File: config.mk
export PLATFORM = sky130hd
export DESIGN_NAME = laq_fifo
export DESIGN_NICKNAME = d
export VERILOG_FILES = /design/src/rtl/laq_pkg.sv /design/src/rtl/laq_fifo.sv
export SDC_FILE = /design/constraint.sdc
export NUM_CORES = 1
export LEC_CHECK = 0
export BUFFER_PORTS_ARGS = -buffer_cell sky130_fd_sc_hd__buf_2
export CORE_ASPECT_RATIO = 1.1
export CORE_UTILIZATION = 61
export DETAILED_ROUTE_END_ITERATION = 8
export MAX_ROUTING_LAYER = met4
export PLACE_DENSITY = 0.84
export SLEW_MARGIN = 20
export SYNTH_ARGS = -nofsm -noshare
export SYNTH_HDL_FRONTEND = slang
export SYNTH_SLANG_ARGS = --single-unit
File: constraint.sdc
create_clock -name clk -period 6.49 [get_ports clk]
set_input_delay 0.649 -clock clk [delete_from_list [all_inputs] [get_ports clk]]
set_output_delay 0.649 -clock clk [all_outputs]
set_load 0.005 [all_outputs]
File: src/rtl/laq_pkg.sv
// ----------------------------------------------------------------------------
// laq_pkg: shared types and constants for the look-at quaternion block
// Fixed-point format, field widths, branch codes and the front-to-back job.
// ----------------------------------------------------------------------------
package laq_pkg;

  // fraction bits of every input and output component (Q2.14)
  localparam int FRAC_BITS = 14;
  localparam int DW        = 16;  // component width
  localparam int NUM_W     = 32;  // signed numerator width
  localparam int ARG_W     = 32;  // unsigned root argument width
  localparam int ROOT_W    = ARG_W / 2;
  localparam int S_W       = ROOT_W + 1;

  // conversion branch: which component carries the root
  typedef enum logic [1:0] {
    BR_W,
    BR_X,
    BR_Y,
    BR_Z
  } br_t;

  // classified item: root argument plus the three numerators, in output
  // order with the diagonal component left out
  typedef struct packed {
    br_t                     br;
    logic [ARG_W-1:0]        arg;
    logic signed [NUM_W-1:0] num0;
    logic signed [NUM_W-1:0] num1;
    logic signed [NUM_W-1:0] num2;
  } job_t;

endpackage

File: src/rtl/laq_fifo.sv
// ----------------------------------------------------------------------------
// laq_fifo: job queue between classifier and arithmetic back end
// Small register queue, full and empty from an entry count.
// ----------------------------------------------------------------------------
module laq_fifo
  import laq_pkg::*;
(
  input  logic clk,
  input  logic rst_n,
  input  logic push_valid,
  output logic push_ready,
  input  job_t push_data,
  output logic pop_valid,
  input  logic pop_ready,
  output job_t pop_data
);

  localparam int DEPTH = 4;
  localparam int AW    = $clog2(DEPTH);

  job_t          mem [DEPTH];
  logic [AW-1:0] wp_r, rp_r;
  logic [AW:0]   cnt_r;
  logic          push, pop;

  assign push_ready = (cnt_r != (AW+1)'(DEPTH));
  assign pop_valid  = (cnt_r != '0);
  assign pop_data   = mem[rp_r];
  assign push       = push_valid && push_ready;
  assign pop        = pop_valid && pop_ready;

  // pointers and count
  always_ff @(posedge clk) begin
    if (!rst_n) begin
      wp_r  <= '0;
      rp_r  <= '0;
      cnt_r <= '0;
    end else begin
      if (push) wp_r <= wp_r + 1'b1;
      if (pop) rp_r <= rp_r + 1'b1;
      if (push && !pop) cnt_r <= cnt_r + 1'b1;
      else if (pop && !push) cnt_r <= cnt_r - 1'b1;
    end
  end

  // storage
  always_ff @(posedge clk) begin
    if (push) mem[wp_r] <= push_data;
  end

endmodule

==> results.txt <==
The per-cell routed wire length works out to 25.2 um. The share of final-layout standard cells stronger than drive strength 1 was 0.456. At the pin with the least slew margin, the transition time is 1020 ps.

The logs give 0 for the max-capacitance violation count and 0.0653 for the met3 usage in global routing. The layout has 1819 filler cells. The tightest slew margin relative to the limit is 0.321. The floorplan has 68 rows. sky130_fd_sc_hd__edfxtp_1 is the most common cell in the netlist.

The internal portion of the total power is 6.73 mW. The congestion estimate from routability-driven global placement came to 0.754. The count of yosys warnings during synthesis was 0; the total of endpoints with negative setup slack in the final report was 0.

The routed design could run at a clock period as short as 3750 ps. Mean post-synth cell area: 26.6 um2. The min-delay analysis places its worst path in the category input port to flip-flop.

The power share of the combinational group was 0.202; the H-tree depth was 2. Across the VDD grid, the largest voltage drop is 0.277 mV. The number of gates resized after CTS was 0. The cell sitting at the root of the clock tree is a sky130_fd_sc_hd__clkbuf_16.

The placed wire-length estimate is 22400 um, and the sequential-to-total area share from yosys stat is 0.817. The critical path data required time is 5840 ps. TritonCTS built the clock tree. The run gives 0.312 as the global routing usage on met1. The logs give 2.22 mW for the switching power of the nets and 3200 ps for the worst setup slack before clock tree synthesis. The layer flagged by global routing as most heavily used is met2.

The count of flip-flops with a built-in enable after synthesis came out at 520. The pre-antenna-repair detailed-routing pass consisted of 5 iterations. The routed layout has 8689 vias. In this run the worst path has a maximum fanout of 44.

The wire length of the first global-routing pass is 55700 um, and the netlist area before placement is 19300 um2. The number of hold buffers added after CTS was 0. The biggest area contributor in the post-synthesis netlist is sky130_fd_sc_hd__edfxtp_1. The top cell type's share of synthesized area works out to 0.808.

Clock-pin slew was measured on the worst setup and hold paths at 60 ps. At the later pin of the worst-skew pair, clock insertion delay measures 550 ps. The net switching fraction of the power is 0.248, and the cell leakage power is 7.53 nW.

The area of the multi-input gates is 3220 um2. The tools report the setup slack of the critical path after layout as 2740 ps. The floorplan step set the die height to 189 um. Relative to the synthesized area, the layout overhead comes to 16.9%.

In this run, the number of DRC markers left after iteration 0 of detailed routing was 794. The run gives 0 as the total grt overflow. Clock tree synthesis found a total of 529 sinks. Ranked by instance count, the synthesized netlist is headed by 520 x sky130_fd_sc_hd__edfxtp_1, 130 x sky130_fd_sc_hd__mux4_2, 11 x sky130_fd_sc_hd__buf_12, 10 x sky130_fd_sc_hd__buf_2, 9 x sky130_fd_sc_hd__dfxtp_1.

The total core area came out at 31300 um2. The number of buffers created by CTS was 50; the count of boundary I/O pins was 266. STA classifies the critical path endpoint as a primary output.

Buffers added to address setup during post-CTS repair amount to 0. The critical path in this run is classified as flip-flop to primary output. The async set-reset flop share out of synthesis came out at 0.

The aggregate global-route resource usage was 0.247. The tools report the count of unique library cells instantiated by Yosys as 25. The flow ran to the end, and the final reports show no timing, DRC or antenna violations. STA puts the critical path data arrival time at 3100 ps.

The number of global-route vias before repair was 9146. For the die area, the log shows 32400 um2. The tools report the met2 capacity usage during global routing as 0.390.

In this run the power density over the cells is 396 nW/um2. For the highest attainable clock frequency, the log shows 267 MHz. Total negative slack for setup checks: 0 ps.

In the synthesized netlist the dominant register cell turns out to be sky130_fd_sc_hd__edfxtp_1. The die is 172 um wide. Setup repair after global routing left no endpoint under its margin. The count of final hold-check violations was 0.

The number of buffers inserted by port buffering is 265, and the residual DRC count is 0. Post-route fraction of the period consumed by the critical path: 0.578. Registers take 15800 um2.

The clock passes through at most 3 buffers. By area the synthesized netlist is led by sky130_fd_sc_hd__edfxtp_1 81%, sky130_fd_sc_hd__mux4_2 15%, sky130_fd_sc_hd__buf_12 1.1%, sky130_fd_sc_hd__dfxtp_1 0.93%, sky130_fd_sc_hd__ha_1 0.32%. The number of nets in the synthesized netlist is 867.

Entering global routing, the biggest net connects 69 pins. The run gives 0.485 as the sequential power share. The setup clock skew after layout came out at 13.8 ps.

The number of nets with antenna violations after detailed routing was 0; the number of nets in the finished design was 1167. The number of slew-limit violations in the final report is 0. The worst setup path is launched from a flip-flop.

The average vias per placed instance was 5.80; the number of synthesized register bits was 529. Synthesis produced a netlist whose cell count is 727. The routed design has 37700 um of wire. The number of antenna violations at the first check in global routing is 12. The tools report the share of power burned in the clock network as 0.314. The effective utilization at floorplan was 0.618.
[stage by stage]
stage | power (mW) | instances | hold slack (ps) | cell area (um2) | util
floorplan | 5.62 | 727 | 468 | 19300 | -
global placement | 6.17 | 1395 | 483 | 21000 | 0.670
detailed placement | 6.23 | 1395 | 503 | 21000 | 0.670
CTS | 9.04 | 1483 | 281 | 22600 | 0.721
global route | 9.31 | 1495 | 284 | 22600 | 0.722
finish | 8.95 | 1497 | 307 | 22600 | 0.722
[layout make-up]
class                   instances  share of cell area
flip-flops and latches        529               0.699
multi-input cells             165               0.142
repair buffers                278              0.0630
clock buffers                  61              0.0581
well taps                     420              0.0232
clock inverters                27              0.0121
diodes                         14             0.00155
inverters                       3            0.000498
[final timing paths]
path                            slack [ps]              endpoint  cells past startpoint                  start
worst max-delay path                  2740          pop_data[97]                      3              flip-flop
worst max register to register        3540  mem[2][46]$_DFFE_PP_                      4  cnt_r[0]$_SDFFE_PN0P_
worst min-delay path                   310  mem[1][19]$_DFFE_PP_                      1          push_data[19]
worst min register to register         510  wp_r[1]$_SDFFE_PN0P_                      2   wp_r[1]$_SDFFE_PN0P_
[worst max-delay path, cell delays in order (launching register included)]
cell and delay [ps]:
sky130_fd_sc_hd__dfxtp_4 870, sky130_fd_sc_hd__buf_4 820, sky130_fd_sc_hd__mux4_2 640, sky130_fd_sc_hd__buf_2 150
[power by group through the flow]
| stage | sequential (mW) | clock, mW | combinational (mW) |
|---|---|---|---|
| after CTS | 4.35 | 2.85 | 1.84 |
| final | 4.34 | 2.81 | 1.80 |
| after detailed placement | 4.41 | 0 | 1.81 |
| after global routing | 4.38 | 2.99 | 1.95 |
| after global placement | 4.38 | 0 | 1.78 |
| after floorplan | 4.31 | 0 | 1.30 |
[cells in the final DEF (no fill, tap or decap), types with 4 or more instances in the layout]
master	netlist	layout
sky130_fd_sc_hd__diode_2	0	14
sky130_fd_sc_hd__buf_4	3	13
sky130_fd_sc_hd__mux4_2	130	130
sky130_fd_sc_hd__bufinv_16	0	5
sky130_fd_sc_hd__buf_2	10	265
sky130_fd_sc_hd__nand2_1	5	5
sky130_fd_sc_hd__clkinv_2	0	6
sky130_fd_sc_hd__ha_1	5	5
sky130_fd_sc_hd__clkbuf_16	0	51
sky130_fd_sc_hd__clkinvlp_4	0	5
sky130_fd_sc_hd__clkinv_1	0	8
sky130_fd_sc_hd__and2_4	0	4
sky130_fd_sc_hd__and2_1	8	4
sky130_fd_sc_hd__clkbuf_1	2	10
sky130_fd_sc_hd__edfxtp_1	520	520
sky130_fd_sc_hd__dfxtp_1	9	7
[sequential cells by signal, indices dropped and copies added (netlist names), named ones only]
name   flops
wp_r       2
mem      520
cnt_r      3
rp_r       2
[cells by family (layout without fill, tap and decap cells)]
logic type / after synthesis / in the layout / synth area share
XOR/XNOR: 4 / 4 / 0.00181
multiplexers: 133 / 133 / 0.153
flip-flops: 529 / 529 / 0.817
AO/OA/AOI/OAI: 5 / 5 / 0.00207
buffers and inverters: 33 / 369 / 0.0173
other: 0 / 14 / 0
AND/OR/NAND/NOR: 17 / 17 / 0.00472
adder cells (fa/ha/maj): 6 / 6 / 0.00427
[routing by layer]
layer	routed length, um	share of wire
met5	0	0
met3	3040	0.081
met4	831	0.022
met1	14100	0.37
met2	19700	0.52
(Power assumes the default switching activity.)
