[src/rtl/laq_pkg.sv]
// ----------------------------------------------------------------------------
// laq_pkg: shared types and constants for the look-at quaternion block
// Fixed-point format, field widths, branch codes and the front-to-back job.
// ----------------------------------------------------------------------------
package laq_pkg;

  // fraction bits of every input and output component (Q2.14)
  localparam int FRAC_BITS = 14;
  localparam int DW        = 16;  // component width
  localparam int NUM_W     = 32;  // signed numerator width
  localparam int ARG_W     = 32;  // unsigned root argument width
  localparam int ROOT_W    = ARG_W / 2;
  localparam int S_W       = ROOT_W + 1;

  // conversion branch: which component carries the root
  typedef enum logic [1:0] {
    BR_W,
    BR_X,
    BR_Y,
    BR_Z
  } br_t;

  // classified item: root argument plus the three numerators, in output
  // order with the diagonal component left out
  typedef struct packed {
    br_t                     br;
    logic [ARG_W-1:0]        arg;
    logic signed [NUM_W-1:0] num0;
    logic signed [NUM_W-1:0] num1;
    logic signed [NUM_W-1:0] num2;
  } job_t;

endpackage

[src/rtl/laq_front.sv]
// ----------------------------------------------------------------------------
// laq_front: input stage and classifier
// Builds the basis products, picks the conversion branch and forms the
// square-root argument and the three numerators.
// ----------------------------------------------------------------------------
module laq_front
  import laq_pkg::*;
(
  input  logic                 clk,
  input  logic                 rst_n,
  input  logic                 in_valid,
  output logic                 in_ready,
  input  logic signed [DW-1:0] fx_i,
  input  logic signed [DW-1:0] fy_i,
  input  logic signed [DW-1:0] fz_i,
  output logic                 job_valid,
  input  logic                 job_ready,
  output job_t                 job_o
);

  localparam int EW = 36;
  localparam logic signed [EW-1:0] ONE_2F = EW'(1) << (2 * FRAC_BITS);

  logic                 s1_v_r;
  logic signed [DW-1:0] fx_r, fy_r, fz_r;
  logic signed [31:0]   pxy_r, pxx_r, pzz_r, pyz_r;
  logic                 s2_v_r;
  job_t                 job_r, job_nxt;
  logic                 en;

  logic signed [EW-1:0] rx, uy, gx, gy, gz, rz, ux, uz, tr, arg_s;
  logic signed [EW-1:0] n0, n1, n2;

  function automatic logic signed [EW-1:0] sx16(logic signed [DW-1:0] v);
    return EW'(v);
  endfunction

  function automatic logic signed [EW-1:0] sx32(logic signed [31:0] v);
    return EW'(v);
  endfunction

  // stage advances when its slot is free or being handed on
  assign en        = !s2_v_r || job_ready;
  assign in_ready  = en;
  assign job_valid = s2_v_r;
  assign job_o     = job_r;

  // basis terms at 2*FRAC_BITS fraction bits, branch pick
  always_comb begin
    rx = sx16(fz_r) <<< FRAC_BITS;
    rz = -(sx16(fx_r) <<< FRAC_BITS);
    gx = sx16(fx_r) <<< FRAC_BITS;
    gy = sx16(fy_r) <<< FRAC_BITS;
    gz = sx16(fz_r) <<< FRAC_BITS;
    ux = -sx32(pxy_r);
    uz = -sx32(pyz_r);
    uy = sx32(pxx_r) + sx32(pzz_r);
    tr = rx + uy + gz;
    if (tr > 0) begin
      job_nxt.br = BR_W;
      arg_s = tr + ONE_2F;
      n0 = gy - uz;
      n1 = rz - gx;
      n2 = ux;
    end else if (rx > uy && rx > gz) begin
      job_nxt.br = BR_X;
      arg_s = ONE_2F + rx - uy - gz;
      n0 = gy - uz;
      n1 = ux;
      n2 = rz + gx;
    end else if (uy > gz) begin
      job_nxt.br = BR_Y;
      arg_s = ONE_2F + uy - rx - gz;
      n0 = rz - gx;
      n1 = ux;
      n2 = uz + gy;
    end else begin
      job_nxt.br = BR_Z;
      arg_s = ONE_2F + gz - rx - uy;
      n0 = ux;
      n1 = rz + gx;
      n2 = uz + gy;
    end
    // negative argument clamps to zero
    job_nxt.arg  = arg_s[EW-1] ? '0 : arg_s[ARG_W-1:0];
    job_nxt.num0 = $signed(n0[NUM_W-1:0]);
    job_nxt.num1 = $signed(n1[NUM_W-1:0]);
    job_nxt.num2 = $signed(n2[NUM_W-1:0]);
  end

  // stage valids
  always_ff @(posedge clk) begin
    if (!rst_n) begin
      s1_v_r <= 1'b0;
      s2_v_r <= 1'b0;
    end else if (en) begin
      s1_v_r <= in_valid;
      s2_v_r <= s1_v_r;
    end
  end

  // payload: products, then classified job
  always_ff @(posedge clk) begin
    if (en) begin
      fx_r  <= fx_i;
      fy_r  <= fy_i;
      fz_r  <= fz_i;
      pxy_r <= fx_i * fy_i;
      pxx_r <= fx_i * fx_i;
      pzz_r <= fz_i * fz_i;
      pyz_r <= fy_i * fz_i;
      job_r <= job_nxt;
    end
  end

endmodule

[config.mk]
export PLATFORM = sky130hd
export DESIGN_NAME = laq_front
export DESIGN_NICKNAME = d
export VERILOG_FILES = /design/src/rtl/laq_pkg.sv /design/src/rtl/laq_front.sv
export SDC_FILE = /design/constraint.sdc
export NUM_CORES = 2
export LEC_CHECK = 0
export BUFFER_PORTS_ARGS = -buffer_cell sky130_fd_sc_hd__buf_4
export CORE_MARGIN = 2
export CORE_UTILIZATION = 45
export DETAILED_ROUTE_END_ITERATION = 7
export PLACE_DENSITY = 0.7
export SYNTH_ARGS = -nofsm -noshare
export SYNTH_HDL_FRONTEND = slang
export SYNTH_SLANG_ARGS = --single-unit
[constraint.sdc]
create_clock -name clk -period 11.7 [get_ports clk]
set_input_delay 0.585 -clock clk [delete_from_list [all_inputs] [get_ports clk]]
set_output_delay 0.585 -clock clk [all_outputs]
set_load 0.02 [all_outputs]
==> impl_metrics.yaml <==
outcome:
  outcome: "complete, no violations"
worst_setup_path:
  cp_num_buf_inv: 3
  cp.arrival_ns: 8.91
  worstSetupEndpointType: "flop"
  critPathMaxStageDelay_ns: 0.46
  path_max_fanout: 82
  path_delay_family: "compound AO/OA/AOI/OAI gates"
  worstPathRequired_ns: 12.01
  critPathKind: "reg -> reg"
  start_kind: "flop"
  cp_slowest_cell: "or3_1"
logic_synthesis:
  syn-num-nets: 8046
  synth-main-ff-cell: "edfxtp_1"
  synth_area_sq_um: 60400
  ys_async_sr_fraction_pct: 0
  synth.distinct_cells: 89
  ys_ff_latch: 304
  netlist_instances: 6401
  synth_edf_count: 302
  avgSynthCellArea_sq_um: 9.43
  ys_seq_area_share_pct: 15.1
  synth_warnings: 0
global_route:
  grt_max_degree: 83
  grt_pass1_wl_um: 255000
  antenna_found_initial: 4
  grt_usage_pct: 23.6
  overflow: 0
  grt_pass1_vias: 46200
detailed_routing:
  vias_per_cell: 5.38
  drtAntennaViolNets: 0
  wire_per_inst_um: 19.4
  drt_pass1_iterations: 5
  drt_iter0_drc: 3015
  finalWirelength_um: 159000
  drc: 0
  routed-via-count: 44200
timing:
  worst_slew_pin_slew_ns: 1.09
  min_period_ns: 8.60
  slew_violations: 0
  fin_worst_skew_ns: 0.0381
  fmax_ghz: 0.116
  hold_violations: 0
  rsz0062_at_grt: "no"
  setup_violations: 0
  fin_crit_sh_pct: 73.5
  final.setup.tns_ns: 0
  relSlewSlack_pct: 26.6
floorplan:
  die_y_um: 370
  rows: 134
  die_area_sq_um: 137000
  num_io_pins: 184
  start_util_pct: 45.3
  coreArea_sq_um: 133000
  die_w_um: 370
cts:
  cts_resized: 0
  cts_setup_buffers: 0
  ctsRootBufferMaster: "clkbuf_16"
  h-tree-depth: 2
  tritoncts: "yes"
  cts_hold_buf: 0
  cts_sinks: 304
  clk_path_buf_depth: 3
  clkLatencyLatePin_ns: 0.60
  cts_buffers: 39
  clk_pin_slew_ns: 0.06
placed_design:
  numPortBuffers: 183
  gp_congestion: 0.958
  place_area_sq_um: 63200
  dpl.hpwl_um: 128000
worst_hold_path:
  hold_path.class: "in -> reg"
flow_run:
  cap_violations: 0
layout:
  stdcell_area_sq_um: 64600
  drive_gt1_share_pct: 5.54
  layout.nets: 8062
  area_growth_pct: 6.93
worst register-to-register path: cells and delay by family (launching register included):
kind,cells,cell delay (ns)
AO/OA/AOI/OAI,14,2.92
XOR/XNOR,2,0.57
adder cells (fa/ha/maj),4,1.15
buffers and inverters,3,0.73
flip-flops,1,0.33
multiplexers,1,0.48
AND/OR/NAND/NOR,10,2.18
kinds of logic after synthesis:
family / after synthesis / share of synthesized area, %
compound gates: 816 / 8.97
xor+xnor: 412 / 5.98
fa+ha+maj: 1593 / 45.4
buf+inv: 1608 / 10.1
flops: 304 / 15.1
mux: 87 / 1.50
simple gates: 1581 / 12.9
final timing paths:
path	start	end	slack (ns)	cells past startpoint
min reg2reg	s1_v_r	job_valid	0.46	2
max reg2reg	pxx_r[2]	job_o[63]	3.10	34
max	pxx_r[2]	job_o[63]	3.10	34
min	rst_n	s1_v_r	0.27	2
flip-flops by register name (all words and copies together), names as in the netlist:
register   count
job_o        130
fz_r          16
fy_r          16
pzz_r         30
job_valid      1
pxx_r         30
s1_v_r         1
pyz_r         32
pxy_r         32
fx_r          16
synth_stat cells (14+ instances only):
cell type | instances | area, sq um
xor2_1 | 122 | 1070
nand4_1 | 23 | 144
o31ai_1 | 21 | 158
xnor2_1 | 290 | 2540
a31o_2 | 23 | 201
and3_1 | 44 | 275
nand2_1 | 560 | 2100
a21o_1 | 120 | 901
nor2b_1 | 38 | 238
o21ai_0 | 137 | 686
a31oi_1 | 27 | 169
o21a_1 | 34 | 255
and2_1 | 335 | 2100
or2_2 | 31 | 194
a21oi_1 | 211 | 1060
ha_1 | 598 | 7480
o21bai_1 | 41 | 308
a211oi_1 | 27 | 203
nand3_1 | 77 | 385
fa_1 | 995 | 19900
inv_1 | 1377 | 5170
clkbuf_1 | 206 | 773
edfxtp_1 | 302 | 9070
mux2_1 | 18 | 203
o22ai_1 | 25 | 156
mux2i_1 | 59 | 591
nor3_1 | 79 | 395
nor2_1 | 252 | 946
or3_1 | 20 | 125
o211ai_1 | 19 | 143
nand2b_1 | 36 | 225
or4_1 | 14 | 105
nor4_1 | 23 | 144
cell type report:
type / count / area, sq um
Antenna cell: 1 / 2.50
Clock buffer: 42 / 1010
Clock inverter: 28 / 348
Fill cell: 12300 / 68700
Inverter: 1379 / 5180
Multi-Input combinational cell: 4489 / 45200
Sequential cell: 304 / 9110
Tap cell: 1768 / 2210
Timing Repair Buffer: 204 / 1530
per-stage QoR:
stage / hold slack, ns / worst slack [ns] / cells / utilization (%)
floorplan: 0.434 / 2.58 / 6401 / -
global placement: 0.442 / 3.29 / 8144 / 47.4
detailed placement: 0.455 / 3.24 / 8144 / 47.4
CTS: 0.233 / 3.21 / 8214 / 48.4
global route: 0.246 / 2.54 / 8214 / 48.4
finish: 0.266 / 3.10 / 8215 / 48.4
layer usage:
layer	vias to the layer above	part of all wire [%]	global-route usage [%]
li1	20300	-	-
met1	22400	43	31.7
met2	1256	48	40.2
met3	234	5.5	2.56
met4	2	3.3	7.12
met5	-	0.0082	0
cells in the final DEF (no fill, tap or decap), types with 10 or more instances in the layout:
master,instances
inv_1,1377
fa_1,995
ha_1,598
nand2_1,560
and2_1,334
edfxtp_1,302
xnor2_1,290
nor2_1,252
a21oi_1,210
buf_4,204
o21ai_0,137
xor2_1,122
a21o_1,119
nor3_1,79
nand3_1,77
mux2i_1,59
and3_1,44
o21bai_1,41
clkbuf_16,40
nor2b_1,38
nand2b_1,35
o21a_1,34
or2_2,31
a211oi_1,27
a31oi_1,27
o22ai_1,25
a31o_2,23
nor4_1,23
nand4_1,23
o31ai_1,21
or3_1,20
o211ai_1,19
mux2_1,18
or4_1,14
o31a_1,10
a21boi_0,10
mux2_2,10
Power is not shown: default switching activity piles up to over one toggle a cycle in this logic, so the estimate is an artifact.
